===== src/rtl/core/blrs_pkg.sv =====
// Shared constants, types and the brightness table of the backlight ramp sequencer.
package blrs_pkg;

	// Table geometry: 44 defined steps, padded with full scale up to 64
	localparam int TABLE_ENTRIES_DEF = 44;
	localparam int TBL_DEPTH         = 64;
	localparam int TBL_IDX_W         = 6;

	// Register reset values
	localparam logic [7:0]  RAMP_LIMIT_RST    = 8'd30;
	localparam logic [15:0] STEP_INTERVAL_RST = 16'd75;
	localparam logic [15:0] START_DELAY_RST   = 16'd100;
	localparam logic [23:0] LUX_THRESHOLD_RST = 24'd512;   // 2.0 lux in Q16.8

	// Register indexes
	localparam logic [1:0] CFG_RAMP_LIMIT    = 2'd0;
	localparam logic [1:0] CFG_STEP_INTERVAL = 2'd1;
	localparam logic [1:0] CFG_START_DELAY   = 2'd2;
	localparam logic [1:0] CFG_LUX_THRESHOLD = 2'd3;

	// Event kinds
	localparam logic [1:0] KIND_START = 2'd0;
	localparam logic [1:0] KIND_STOP  = 2'd1;
	localparam logic [1:0] KIND_LIGHT = 2'd2;
	localparam logic [1:0] KIND_TICK  = 2'd3;

	// Phase codes as reported on the result channel
	localparam logic [2:0] PHASE_INIT       = 3'd0;
	localparam logic [2:0] PHASE_WAIT_BOTH  = 3'd1;
	localparam logic [2:0] PHASE_WAIT_LIGHT = 3'd2;
	localparam logic [2:0] PHASE_WAIT_DELAY = 3'd3;
	localparam logic [2:0] PHASE_RAMP       = 3'd4;
	localparam logic [2:0] PHASE_END        = 3'd5;

	// Sequencer state, one-hot
	typedef enum logic [5:0] {
		PH_INIT       = 6'b000001,
		PH_WAIT_BOTH  = 6'b000010,
		PH_WAIT_LIGHT = 6'b000100,
		PH_WAIT_DELAY = 6'b001000,
		PH_RAMP       = 6'b010000,
		PH_END        = 6'b100000
	} phase_t;

	typedef struct packed {
		logic [7:0]  ramp_limit;
		logic [15:0] step_interval_ms;
		logic [15:0] start_delay_ms;
		logic [23:0] lux_threshold;
	} cfg_t;

	typedef struct packed {
		phase_t      phase;
		logic [15:0] timer_left;
		logic        timer_armed;
		logic [23:0] stored_lux;
	} seq_state_t;

	typedef struct packed {
		logic [2:0] phase;
		logic       set_brightness;
		logic [7:0] brightness;
		logic       restore_request;
	} result_t;

	// Brightness steps, nondecreasing
	localparam logic [7:0] RAMP_TABLE [TBL_DEPTH] = '{
		8'd4,   8'd4,   8'd5,   8'd5,   8'd6,   8'd6,   8'd7,   8'd8,
		8'd9,   8'd9,   8'd10,  8'd11,  8'd13,  8'd14,  8'd15,  8'd17,
		8'd18,  8'd20,  8'd22,  8'd24,  8'd27,  8'd30,  8'd33,  8'd36,
		8'd39,  8'd43,  8'd48,  8'd52,  8'd58,  8'd63,  8'd70,  8'd77,
		8'd84,  8'd93,  8'd102, 8'd112, 8'd124, 8'd136, 8'd150, 8'd166,
		8'd181, 8'd199, 8'd219, 8'd241, 8'd255, 8'd255, 8'd255, 8'd255,
		8'd255, 8'd255, 8'd255, 8'd255, 8'd255, 8'd255, 8'd255, 8'd255,
		8'd255, 8'd255, 8'd255, 8'd255, 8'd255, 8'd255, 8'd255, 8'd255
	};

	function automatic logic [2:0] phase_code(input phase_t ph);
		logic [2:0] code;
		case (ph)
			PH_INIT:       code = PHASE_INIT;
			PH_WAIT_BOTH:  code = PHASE_WAIT_BOTH;
			PH_WAIT_LIGHT: code = PHASE_WAIT_LIGHT;
			PH_WAIT_DELAY: code = PHASE_WAIT_DELAY;
			PH_RAMP:       code = PHASE_RAMP;
			PH_END:        code = PHASE_END;
			default:       code = PHASE_INIT;
		endcase
		return code;
	endfunction

endpackage


===== src/rtl/core/blrs_if.sv =====
// Valid/ready channels for sequencer events and results.
interface blrs_event_if;
	logic        valid;
	logic        ready;
	logic [1:0]  kind;
	logic [23:0] lux;
	logic [7:0]  display_brightness;

	modport source (output valid, kind, lux, display_brightness, input ready);
	modport sink   (input valid, kind, lux, display_brightness, output ready);
endinterface

interface blrs_result_if;
	logic       valid;
	logic       ready;
	logic [2:0] phase;
	logic       set_brightness;
	logic [7:0] brightness;
	logic       restore_request;

	modport source (output valid, phase, set_brightness, brightness, restore_request,
		input ready);
	modport sink   (input valid, phase, set_brightness, brightness, restore_request,
		output ready);
endinterface


===== src/rtl/core/blrs_step.sv =====
// Next-state and result logic for one sequencer event.
module blrs_step #(
	parameter int TABLE_ENTRIES = blrs_pkg::TABLE_ENTRIES_DEF,
	parameter int IDX_W         = $clog2(TABLE_ENTRIES + 1)
) (
	input  blrs_pkg::cfg_t       cfg,
	input  blrs_pkg::seq_state_t st,
	input  logic [IDX_W-1:0]     ramp_index,
	input  logic [1:0]           kind,
	input  logic [23:0]          lux,
	input  logic [7:0]           display_brightness,
	output blrs_pkg::seq_state_t st_nxt,
	output logic [IDX_W-1:0]     ramp_index_nxt,
	output blrs_pkg::result_t    res
);

	localparam int IDX_X_W = blrs_pkg::TBL_IDX_W + 1;
	localparam logic [IDX_W-1:0] TBL_LEN = IDX_W'(TABLE_ENTRIES);

	logic [IDX_W-1:0]   search_idx;
	logic [IDX_W-1:0]   step_idx;
	logic [IDX_X_W-1:0] step_idx_x;
	logic [7:0]         step_val;
	logic [23:0]        lux_eff;
	logic               enter_ramp;
	logic               ramp_expiry;
	logic               step_go;

	// First table entry above the present brightness; table length if none
	always_comb begin
		search_idx = TBL_LEN;
		for (int j = TABLE_ENTRIES - 1; j >= 0; j--) begin
			if (blrs_pkg::RAMP_TABLE[j] > display_brightness) begin
				search_idx = IDX_W'(j);
			end
		end
	end

	// Event decode, timer and phase transitions
	always_comb begin
		st_nxt         = st;
		ramp_index_nxt = ramp_index;
		lux_eff        = st.stored_lux;
		enter_ramp     = 1'b0;
		ramp_expiry    = 1'b0;
		res.set_brightness  = 1'b0;
		res.brightness      = 8'd0;
		res.restore_request = 1'b0;

		case (kind)
			blrs_pkg::KIND_START: begin
				if (st.phase == blrs_pkg::PH_INIT) begin
					st_nxt.phase       = blrs_pkg::PH_WAIT_BOTH;
					st_nxt.timer_left  = cfg.start_delay_ms;
					st_nxt.timer_armed = 1'b1;
				end
			end
			blrs_pkg::KIND_STOP: begin
				if (st.phase == blrs_pkg::PH_WAIT_BOTH || st.phase == blrs_pkg::PH_WAIT_LIGHT ||
				    st.phase == blrs_pkg::PH_WAIT_DELAY || st.phase == blrs_pkg::PH_RAMP) begin
					st_nxt.phase        = blrs_pkg::PH_END;
					st_nxt.timer_left   = 16'd0;
					st_nxt.timer_armed  = 1'b0;
					res.restore_request = 1'b1;
				end
			end
			blrs_pkg::KIND_LIGHT: begin
				// Sample is always kept, only the wait-both and wait-light phases react
				st_nxt.stored_lux = lux;
				lux_eff           = lux;
				if (st.phase == blrs_pkg::PH_WAIT_BOTH) begin
					st_nxt.phase = blrs_pkg::PH_WAIT_DELAY;
				end else if (st.phase == blrs_pkg::PH_WAIT_LIGHT) begin
					enter_ramp = 1'b1;
				end
			end
			blrs_pkg::KIND_TICK: begin
				if (st.timer_armed) begin
					if (st.timer_left > 16'd1) begin
						st_nxt.timer_left = st.timer_left - 16'd1;
					end else begin
						// Expiry
						st_nxt.timer_left  = 16'd0;
						st_nxt.timer_armed = 1'b0;
						if (st.phase == blrs_pkg::PH_WAIT_BOTH) begin
							st_nxt.phase = blrs_pkg::PH_WAIT_LIGHT;
						end else if (st.phase == blrs_pkg::PH_WAIT_DELAY) begin
							enter_ramp = 1'b1;
						end else if (st.phase == blrs_pkg::PH_RAMP) begin
							ramp_expiry = 1'b1;
						end
					end
				end
			end
			default: ;
		endcase

		// Ramp entry: bright ambient ends the run, else start from the search
		step_go = 1'b0;
		if (enter_ramp) begin
			if (lux_eff >= cfg.lux_threshold) begin
				st_nxt.phase        = blrs_pkg::PH_END;
				st_nxt.timer_left   = 16'd0;
				st_nxt.timer_armed  = 1'b0;
				res.restore_request = 1'b1;
			end else begin
				st_nxt.phase   = blrs_pkg::PH_RAMP;
				ramp_index_nxt = search_idx;
				step_go        = (search_idx < TBL_LEN);
			end
		end
		if (ramp_expiry) begin
			step_go = (ramp_index < TBL_LEN);
		end

		// One ramp step: issue the entry if within limit, always advance
		step_idx   = enter_ramp ? search_idx : ramp_index;
		step_idx_x = IDX_X_W'(step_idx);
		step_val   = blrs_pkg::RAMP_TABLE[step_idx_x[blrs_pkg::TBL_IDX_W-1:0]];
		if (step_go) begin
			if (step_val <= cfg.ramp_limit) begin
				res.set_brightness = 1'b1;
				res.brightness     = step_val;
				st_nxt.timer_left  = cfg.step_interval_ms;
				st_nxt.timer_armed = 1'b1;
			end
			ramp_index_nxt = IDX_W'(step_idx + 1'b1);
		end

		res.phase = blrs_pkg::phase_code(st_nxt.phase);
	end

endmodule


===== src/rtl/core/backlight_ramp_sequencer.sv =====
// Backlight ramp sequencer: event register, one step stage, result register.
// An accepted event is held in the event register; when the step fires, its result is registered and offered.
// Throughput: one event per cycle; the whole event is handled in the single step stage.
// Backpressure on the result channel stalls the step stage and then event intake.
// Reset (arst_n low, asynchronous): phase init, timer disarmed, ramp index and stored lux
// zero, registers at their defaults, both channels empty.
module backlight_ramp_sequencer #(
	parameter int TABLE_ENTRIES = blrs_pkg::TABLE_ENTRIES_DEF
) (
	input  logic                 clk,
	input  logic                 arst_n,
	input  logic                 cfg_we,
	input  logic [1:0]           cfg_index,
	input  logic [23:0]          cfg_wdata,
	blrs_event_if.sink           evt,
	blrs_result_if.source        res
);

	localparam int IDX_W = $clog2(TABLE_ENTRIES + 1);

	blrs_pkg::cfg_t       cfg_q;
	blrs_pkg::seq_state_t st_q;
	blrs_pkg::seq_state_t st_nxt;
	blrs_pkg::result_t    res_nxt;
	blrs_pkg::result_t    res_q;
	logic [IDX_W-1:0]     ramp_index_q;
	logic [IDX_W-1:0]     ramp_index_nxt;

	logic        in_valid_s1;
	logic [1:0]  kind_s1;
	logic [23:0] lux_s1;
	logic [7:0]  disp_s1;
	logic        out_valid_q;
	logic        advance;

	// Configuration registers
	always_ff @(posedge clk or negedge arst_n) begin
		if (!arst_n) begin
			cfg_q.ramp_limit       <= blrs_pkg::RAMP_LIMIT_RST;
			cfg_q.step_interval_ms <= blrs_pkg::STEP_INTERVAL_RST;
			cfg_q.start_delay_ms   <= blrs_pkg::START_DELAY_RST;
			cfg_q.lux_threshold    <= blrs_pkg::LUX_THRESHOLD_RST;
		end else if (cfg_we) begin
			case (cfg_index)
				blrs_pkg::CFG_RAMP_LIMIT:    cfg_q.ramp_limit       <= cfg_wdata[7:0];
				blrs_pkg::CFG_STEP_INTERVAL: cfg_q.step_interval_ms <= cfg_wdata[15:0];
				blrs_pkg::CFG_START_DELAY:   cfg_q.start_delay_ms   <= cfg_wdata[15:0];
				blrs_pkg::CFG_LUX_THRESHOLD: cfg_q.lux_threshold    <= cfg_wdata;
				default: ;
			endcase
		end
	end

	// Handshake: step fires when the result register is free or draining
	assign advance   = in_valid_s1 && (!out_valid_q || res.ready);
	assign evt.ready = !in_valid_s1 || advance;

	// Event register
	always_ff @(posedge clk or negedge arst_n) begin
		if (!arst_n) begin
			in_valid_s1 <= 1'b0;
		end else if (evt.ready) begin
			in_valid_s1 <= evt.valid;
		end
	end

	always_ff @(posedge clk) begin
		if (evt.valid && evt.ready) begin
			kind_s1 <= evt.kind;
			lux_s1  <= evt.lux;
			disp_s1 <= evt.display_brightness;
		end
	end

	blrs_step #(
		.TABLE_ENTRIES(TABLE_ENTRIES),
		.IDX_W        (IDX_W)
	) u_step (
		.cfg               (cfg_q),
		.st                (st_q),
		.ramp_index        (ramp_index_q),
		.kind              (kind_s1),
		.lux               (lux_s1),
		.display_brightness(disp_s1),
		.st_nxt            (st_nxt),
		.ramp_index_nxt    (ramp_index_nxt),
		.res               (res_nxt)
	);

	// Sequencer state
	always_ff @(posedge clk or negedge arst_n) begin
		if (!arst_n) begin
			st_q.phase       <= blrs_pkg::PH_INIT;
			st_q.timer_left  <= 16'd0;
			st_q.timer_armed <= 1'b0;
			st_q.stored_lux  <= 24'd0;
			ramp_index_q     <= '0;
		end else if (advance) begin
			st_q         <= st_nxt;
			ramp_index_q <= ramp_index_nxt;
		end
	end

	// Result register
	always_ff @(posedge clk or negedge arst_n) begin
		if (!arst_n) begin
			out_valid_q <= 1'b0;
		end else if (advance) begin
			out_valid_q <= 1'b1;
		end else if (res.ready) begin
			out_valid_q <= 1'b0;
		end
	end

	always_ff @(posedge clk) begin
		if (advance) begin
			res_q <= res_nxt;
		end
	end

	assign res.valid           = out_valid_q;
	assign res.phase           = res_q.phase;
	assign res.set_brightness  = res_q.set_brightness;
	assign res.brightness      = res_q.brightness;
	assign res.restore_request = res_q.restore_request;

	// Checks
	a_restore_ends: assert property (@(posedge clk) disable iff (!arst_n)
		res.valid && res.restore_request |-> res.phase == blrs_pkg::PHASE_END)
		else $error("restore request outside the ended phase");

	a_timer_phase: assert property (@(posedge clk) disable iff (!arst_n)
		st_q.timer_armed |-> (st_q.phase != blrs_pkg::PH_INIT && st_q.phase != blrs_pkg::PH_END))
		else $error("timer running in init or ended phase");

	a_index_bound: assert property (@(posedge clk) disable iff (!arst_n)
		ramp_index_q <= IDX_W'(TABLE_ENTRIES))
		else $error("ramp index past the table");

	a_limit: assert property (@(posedge clk) disable iff (!arst_n)
		res.valid && res.set_brightness |-> res.brightness <= cfg_q.ramp_limit)
		else $error("brightness above ramp limit");

endmodule

===== src/flat_wrapper.sv =====
// flat-port wrapper written by rule: the top's interface ports become plain ports
module backlight_ramp_sequencer_flat 
#(
	parameter int TABLE_ENTRIES = blrs_pkg::TABLE_ENTRIES_DEF
)
  (clk, arst_n, cfg_we, cfg_index, cfg_wdata, evt_valid, evt_kind, evt_lux, evt_display_brightness, evt_ready, res_valid, res_phase, res_set_brightness, res_brightness, res_restore_request, res_ready);
  blrs_event_if evt_i ();
  blrs_result_if res_i ();
  input  logic clk;
  input  logic arst_n;
  input  logic cfg_we;
  input  logic [1:0] cfg_index;
  input  logic [23:0] cfg_wdata;
  input wire logic [$bits(evt_i.valid)-1:0] evt_valid;
  input wire logic [$bits(evt_i.kind)-1:0] evt_kind;
  input wire logic [$bits(evt_i.lux)-1:0] evt_lux;
  input wire logic [$bits(evt_i.display_brightness)-1:0] evt_display_brightness;
  output wire logic [$bits(evt_i.ready)-1:0] evt_ready;
  output wire logic [$bits(res_i.valid)-1:0] res_valid;
  output wire logic [$bits(res_i.phase)-1:0] res_phase;
  output wire logic [$bits(res_i.set_brightness)-1:0] res_set_brightness;
  output wire logic [$bits(res_i.brightness)-1:0] res_brightness;
  output wire logic [$bits(res_i.restore_request)-1:0] res_restore_request;
  input wire logic [$bits(res_i.ready)-1:0] res_ready;
  assign evt_i.valid = evt_valid;
  assign evt_i.kind = evt_kind;
  assign evt_i.lux = evt_lux;
  assign evt_i.display_brightness = evt_display_brightness;
  assign evt_ready = evt_i.ready;
  assign res_valid = res_i.valid;
  assign res_phase = res_i.phase;
  assign res_set_brightness = res_i.set_brightness;
  assign res_brightness = res_i.brightness;
  assign res_restore_request = res_i.restore_request;
  assign res_i.ready = res_ready;
  backlight_ramp_sequencer #(.TABLE_ENTRIES(TABLE_ENTRIES)) u_core (.clk(clk), .arst_n(arst_n), .cfg_we(cfg_we), .cfg_index(cfg_index), .cfg_wdata(cfg_wdata), .evt(evt_i), .res(res_i));
endmodule

===== config.mk =====
export PLATFORM = sky130hd
export DESIGN_NAME = backlight_ramp_sequencer_flat
export DESIGN_NICKNAME = d
export VERILOG_FILES = /design/src/rtl/core/blrs_pkg.sv /design/src/rtl/core/blrs_if.sv /design/src/rtl/core/blrs_step.sv /design/src/rtl/core/backlight_ramp_sequencer.sv /design/src/flat_wrapper.sv
export SDC_FILE = /design/constraint.sdc
export NUM_CORES = 1
export LEC_CHECK = 0
export BUFFER_PORTS_ARGS = -buffer_cell sky130_fd_sc_hd__buf_2
export CORE_ASPECT_RATIO = 1.75
export CORE_MARGIN = 4
export CORE_UTILIZATION = 45
export CTS_CLUSTER_SIZE = 24
export DETAILED_ROUTE_END_ITERATION = 8
export PLACE_DENSITY = 0.68
export SLEW_MARGIN = 20
export SYNTH_ARGS = -nofsm -noshare
export SYNTH_HDL_FRONTEND = slang
export SYNTH_HIERARCHICAL = 1
export SYNTH_SLANG_ARGS = --single-unit

===== constraint.sdc =====
create_clock -name clk -period 11.7 [get_ports clk]
set_input_delay 0.585 -clock clk [delete_from_list [all_inputs] [get_ports clk]]
set_output_delay 0.585 -clock clk [all_outputs]
set_load 0.03 [all_outputs]

* Yosys cells after proc, flatten, opt, wreduce, memory -nomap -nowiden
Memory sizes are Yosys's and may differ from the RTL's.
Cells that the tools add are included.
** Word-level totals
- Flip-flop bits (word level) :: 166
- Bits in read-only memories :: 512
- Input port bits :: 65
- Output and inout port bits :: 15
- Logic and storage cells :: 190
- Memories :: 1
** Operators by class
- Add/sub/neg operators :: 2
- $lt $le $gt $ge :: 46
- Eq/ne operators :: 17
- Multiplexer cells :: 86
- Bitwise gates (word level) :: 1
- Reductions and logical operators :: 19
** Memory list
- (name not given) :: words 64, width 8, read ports 1, clocked after memory_dff 0, wr ports 0, line blrs_step.sv:119 : step_val = blrs_pkg::RAMP_TABLE[step_idx_x[blrs_pkg::TBL_IDX_W-1:0]];
** Operators with widths (count)
- 6-bit two-way mux :: 47
- 23-bit two-way mux :: 4
- 6-bit by 8-bit > comparator with 1-bit output (first input constant) :: 8
- 4-bit by 8-bit > comparator with 1-bit output (first input constant) :: 7
- 5-bit by 8-bit > comparator with 1-bit output (first input constant) :: 7
- 7-bit by 8-bit > comparator with 1-bit output (first input constant) :: 7
- 8-bit > comparator (first input constant) :: 7
- 17-bit two-way mux :: 3
- 17-bit one-hot mux with 3 select lines :: 1
- 3-bit by 8-bit > comparator with 1-bit output (first input constant) :: 4
- 24-bit greater-or-equal comparator :: 1
- 24-bit two-way mux :: 1
- 6-bit one-hot mux with 4 select lines :: 1
- 1-bit two-way mux :: 22
- 16-bit by 1-bit > comparator with 1-bit output (second input constant) :: 1
- 16-bit two-way mux :: 1
- 8-bit two-way mux :: 2
- 16-bit by 1-bit subtractor with 16-bit output (second input constant) :: 1
- 3-bit one-hot mux with 5 select lines :: 1
- 6-bit by 2-bit == test with 1-bit output (second input constant) :: 2
- 6-bit by 3-bit == test with 1-bit output (second input constant) :: 2
- 6-bit by 4-bit == test with 1-bit output (second input constant) :: 2
- 6-bit by 5-bit == test with 1-bit output (second input constant) :: 2
- 6-bit less-than comparator (second input constant) :: 2
- other kinds (19) :: 35

* Longest topological paths before layout
- Depth in word-level cells :: 49
- Mapped depth :: 29

* By module
Netlist, hierarchy kept.
** Modules (own cells, without submodules)
- backlight_ramp_sequencer :: times used 1, cells each 303, area each 5873.1 µm²
- blrs_step :: times used 1, cells each 644, area each 4139.0 µm²

* Worst setup path before layout
OpenSTA, ideal clock, no wires.
- Path kind :: reg-to-reg
- From :: reg u_core.disp_s1[5]
- To :: reg u_core/st_q[36] (netlist bit)
- Library setup time :: 0.125 ns
- Data arrival time :: 4.939 ns
- Data required time :: 11.575 ns
- Slack :: 6.636 ns
- Cell stages (with the launch flop) :: 27
- Path buffers :: 4
- Cell sequence :: edfxtp_1 -> buf_6 -> or3_1 -> a21oi_1 -> nor3_1 -> or4_1 -> a221o_1 -> mux2_4 -> buf_6 -> inv_1 -> ha_1 -> nor3_1 -> a211oi_1 -> o31ai_1 -> nor2_1 -> ha_1 -> nor2b_1 -> o21a_1 -> o21ai_0 -> nand2b_1 -> a21oi_1 -> o21a_1 -> o21a_1 -> buf_2 -> buf_2 -> o21ai_0 -> mux2_2
** RTL lines
- start: declaration :: line backlight_ramp_sequencer.sv:32 : logic [7:0] disp_s1;
- start signal: assignment :: line backlight_ramp_sequencer.sv:71 : disp_s1 <= evt.display_brightness;
- end signal: assignment :: line backlight_ramp_sequencer.sv:99 : st_q <= st_nxt;
- end: declaration :: line backlight_ramp_sequencer.sv:22 : blrs_pkg::seq_state_t st_q;

==> flow_summary.ini <==
[drt]
drtIter0Drc = 599
drcViolationCount = 0
routed_wl_mm = 25.2
via_count = 7619
drtPass1Iterations = 5
viasPerCell = 5.83
ant_nets = 0
wl_per_cell_um = 19.3

[setup_path]
r2r_setup_slack_ns = 5.65
max_stage_delay_ns = 0.80
crit_slowest_cell = edfxtp_1
worstSetupPathType = reg -> reg
startpoint = u_core/kind_s1[0]
cp-end-kind = flip-flop
worstRegToRegCells = 23
worstSetupStartpointType = flip-flop
worstPathArrival_ns = 6.42
timing.rr.end = u_core/st_q[30]
rr_startpoint = u_core/kind_s1[0]
path_cells = and3_1 > o2111ai_1 > o21ai_1 > and2_1 > a41oi_2 > inv_2 > ha_1 > inv_1 > nor2_1 > nor2_1 > a211oi_1 > nor2_1 > ha_1 > nor2b_1 > o21a_1 > o21ai_0 > nand2b_1 > a21oi_1 > o21a_1 > o21a_1 > nor2b_1 > a22o_1 > mux2_2
crit_end = u_core/st_q[30]
worstPathMaxFanout = 21
cp.required_ns = 12.07

[clocking]
htree_num_levels = 4
cts_num_sinks = 166
cts_tree = built
cts_resized = 0
cts_hold_buf = 0
clk_latency_ns = 0.43
postCtsSetupBuffers = 0
path_clk_slew_ns = 0.07
cts_made_buffers = 17
clockBufferDepth = 2
cts_root_buf = clkbuf_16

[sta]
final_hold_viol_count = 0
report.final.slew_viol_count = 0
finalSetupTns_ns = 0
fin_crit_sh_pct = 51.7
max_freq_ghz = 0.165
finalSetupViolations = 0
period_minus_slack_ns = 6.05
clock_skew_ns = 0.00829
slew_headroom_pct = 37.6
tightest_slew_ns = 0.930
timing.hold.ws_ns = 0.193
rsz0062_at_grt = false

[synthesis]
synth-seq-cells = 166
syn_area_per_cell_um2 = 10.6
synth-seq-area-share_pct = 44.0
yosys_warnings = 6
netlist_instances = 947
synth_ff_type = dfrtp_1
synth_edf_count = 47
ys_async_sr_fraction_pct = 71.7
ys_types = 81
syn-num-nets = 1056
netlist_area_um2 = 10000

[final_layout]
drive_above_1_share_pct = 29.1
nets = 1106
final_util_pct = 50.6
seq_area_um2 = 4410
fill_cells = 2062
diodes = 0
multi_input_area_um2 = 5130
areaGrowthSynthToFinish_pct = 11.0
finish.instance_area_um2 = 11100

[grt]
grtUsageTotal_pct = 21.1
grt_pass1_vias = 8036
grt_pass1_wl_mm = 40.7
grt_max_degree = 68
antenna_found_initial = 0
overflow = 0

[die]
die_x_um = 121
pin_count = 80
rows = 72
die-area_um2 = 24800
core_um2 = 22000
fp.dieH_um = 205
initial_utilization_pct = 45.5

[power]
p_leak_nw = 4.70
irDropWorstVdd_mv = 0.141
power_density_nw_per_um2 = 153

[worst_hold_path]
hold_class = in -> async

[placed_design]
dp_hpwl_mm = 18.5
place_area_um2 = 10500
routabilityCongestion = 0.906
port_buffers = 79

[run]
maxCapViolations = 0

[status]
outcome = finished clean
## synth_stat cells, drive strengths merged, types with 6 or more instances
cell	number	area [µm²]
a211oi	11	82.6
a21o	6	45.0
a21oi	46	234
a22o	11	96.3
a31oi	10	62.6
and2	7	43.8
buf	37	224
clkbuf	17	73.8
dfrtp	106	2650
dfstp	13	342
edfxtp	47	1410
ha	44	551
inv	49	184
mux2	145	1640
mux2i	8	80.1
nand2	63	239
nand2b	13	81.3
nand3	26	135
nand3b	7	60.1
nand4	6	37.5
nor2	54	203
nor2b	12	75.1
nor3	22	110
nor4	7	56.3
o211ai	10	75.1
o21a	6	45.0
o21ai	61	309
o31ai	6	45.0
or3	8	50.1
## cells in the final DEF, fill, tap and decap left out, drive strengths merged, types with 4 or more instances in the layout
| cell type | count |
|---|---|
| mux2 | 145 |
| a21boi | 5 |
| edfxtp | 47 |
| a22o | 11 |
| nor3 | 22 |
| o211ai | 10 |
| inv | 52 |
| o21ai | 61 |
| a21o | 6 |
| a21oi | 46 |
| buf | 85 |
| nor3b | 5 |
| nand2b | 13 |
| mux2i | 8 |
| nand3 | 26 |
| dfrtp | 106 |
| clkinv | 7 |
| a41oi | 4 |
| and3 | 4 |
| and2 | 7 |
| a211oi | 11 |
| a31oi | 10 |
| nor4b | 4 |
| nor2b | 12 |
| xnor2 | 4 |
| dfstp | 13 |
| o22ai | 4 |
| a221o | 5 |
| ha | 44 |
| nor4 | 7 |
| clkbuf | 18 |
| a32o | 4 |
| nand4 | 6 |
| o21a | 6 |
| o31ai | 6 |
| nor2 | 54 |
| nand2 | 63 |
| nand3b | 7 |
| or3 | 8 |
## cell families (layout without fill, tap and decap cells)
| group | Yosys count | count (layout) | synth area share [%] |
|---|---|---|---|
| flops | 166 | 166 | 44.0 |
| simple gates | 250 | 250 | 12.9 |
| mux | 153 | 153 | 17.2 |
| fa+ha+maj | 44 | 44 | 5.50 |
| buf+inv | 103 | 166 | 4.81 |
| compound gates | 225 | 225 | 15.0 |
| xor+xnor | 6 | 6 | 0.525 |
## area by class of cell
class                           count  share of cell area, %
Multi-Input combinational cell    678                   46.2
Sequential cell                   166                   39.6
Timing Repair Buffer               85                   3.99
Clock buffer                       18                   3.86
Tap cell                          296                   3.33
Inverter                           49                   1.65
Clock inverter                     14                   1.35
## registers in the layout (all words and copies together) (netlist names)
signal	cells
u_core/cfg_q	64
u_core/st_q	47
u_core/lux_s1	24
u_core/disp_s1	8
u_core/res.brightness	8
u_core/ramp_index_q	6
u_core/res.phase	3
u_core/kind_s1	2
u_core/in_valid_s1	1
u_core/res.restore_request	1
u_core/res.set_brightness	1
u_core/res.valid	1
## stage by stage
stage               instances  power, mW  setup slack [ns]
finish                   1306       1.70              5.65
global route             1306       1.80              4.99
CTS                      1306       1.72              5.70
detailed placement       1274       1.16              5.74
global placement         1274       1.14              5.78
floorplan                 947       1.04              6.64
## routing by layer
layer  global-route usage, %  up-vias  share of wire [%]
li1                        -     3619                  -
met1                    21.6     3724                 36
met2                    38.7      201                 54
met3                    2.70       75                2.9
met4                    15.3        0                7.0
met5                       0        -                  0
## where the power goes
| group | total [mW] | internal [mW] | switching [mW] |
|---|---|---|---|
| registers | 0.762 | 0.702 | 0.0597 |
| logic | 0.387 | 0.191 | 0.196 |
| clock network | 0.550 | 0.316 | 0.235 |
| total | 1.70 | 1.21 | 0.490 |
## worst min path at each step
| stage | cells after the start | slack [ns] | startpoint | endpoint |
|---|---|---|---|---|
| floorplan | 0 | 0.29 | arst_n | u_core/cfg_q[0] |
| global route | 1 | 0.24 | arst_n | u_core/cfg_q[62] |
| finish | 1 | 0.19 | arst_n | u_core/cfg_q[62] |
| global placement | 1 | 0.48 | u_core/st_q[9] | u_core/st_q[9] |
| CTS | 1 | 0.21 | arst_n | u_core/cfg_q[62] |
| detailed placement | 1 | 0.49 | u_core/st_q[9] | u_core/st_q[9] |
## worst max-delay path: cells and delay by family (launching register included)
| kind | cells | cell delay [ns] |
|---|---|---|
| simple gates | 8 | 2.25 |
| compound gates | 10 | 1.92 |
| flops | 1 | 0.80 |
| fa+ha+maj | 2 | 0.50 |
| buf+inv | 2 | 0.37 |
| mux | 1 | 0.14 |
Note: power is estimated with default switching activity, not from simulation.
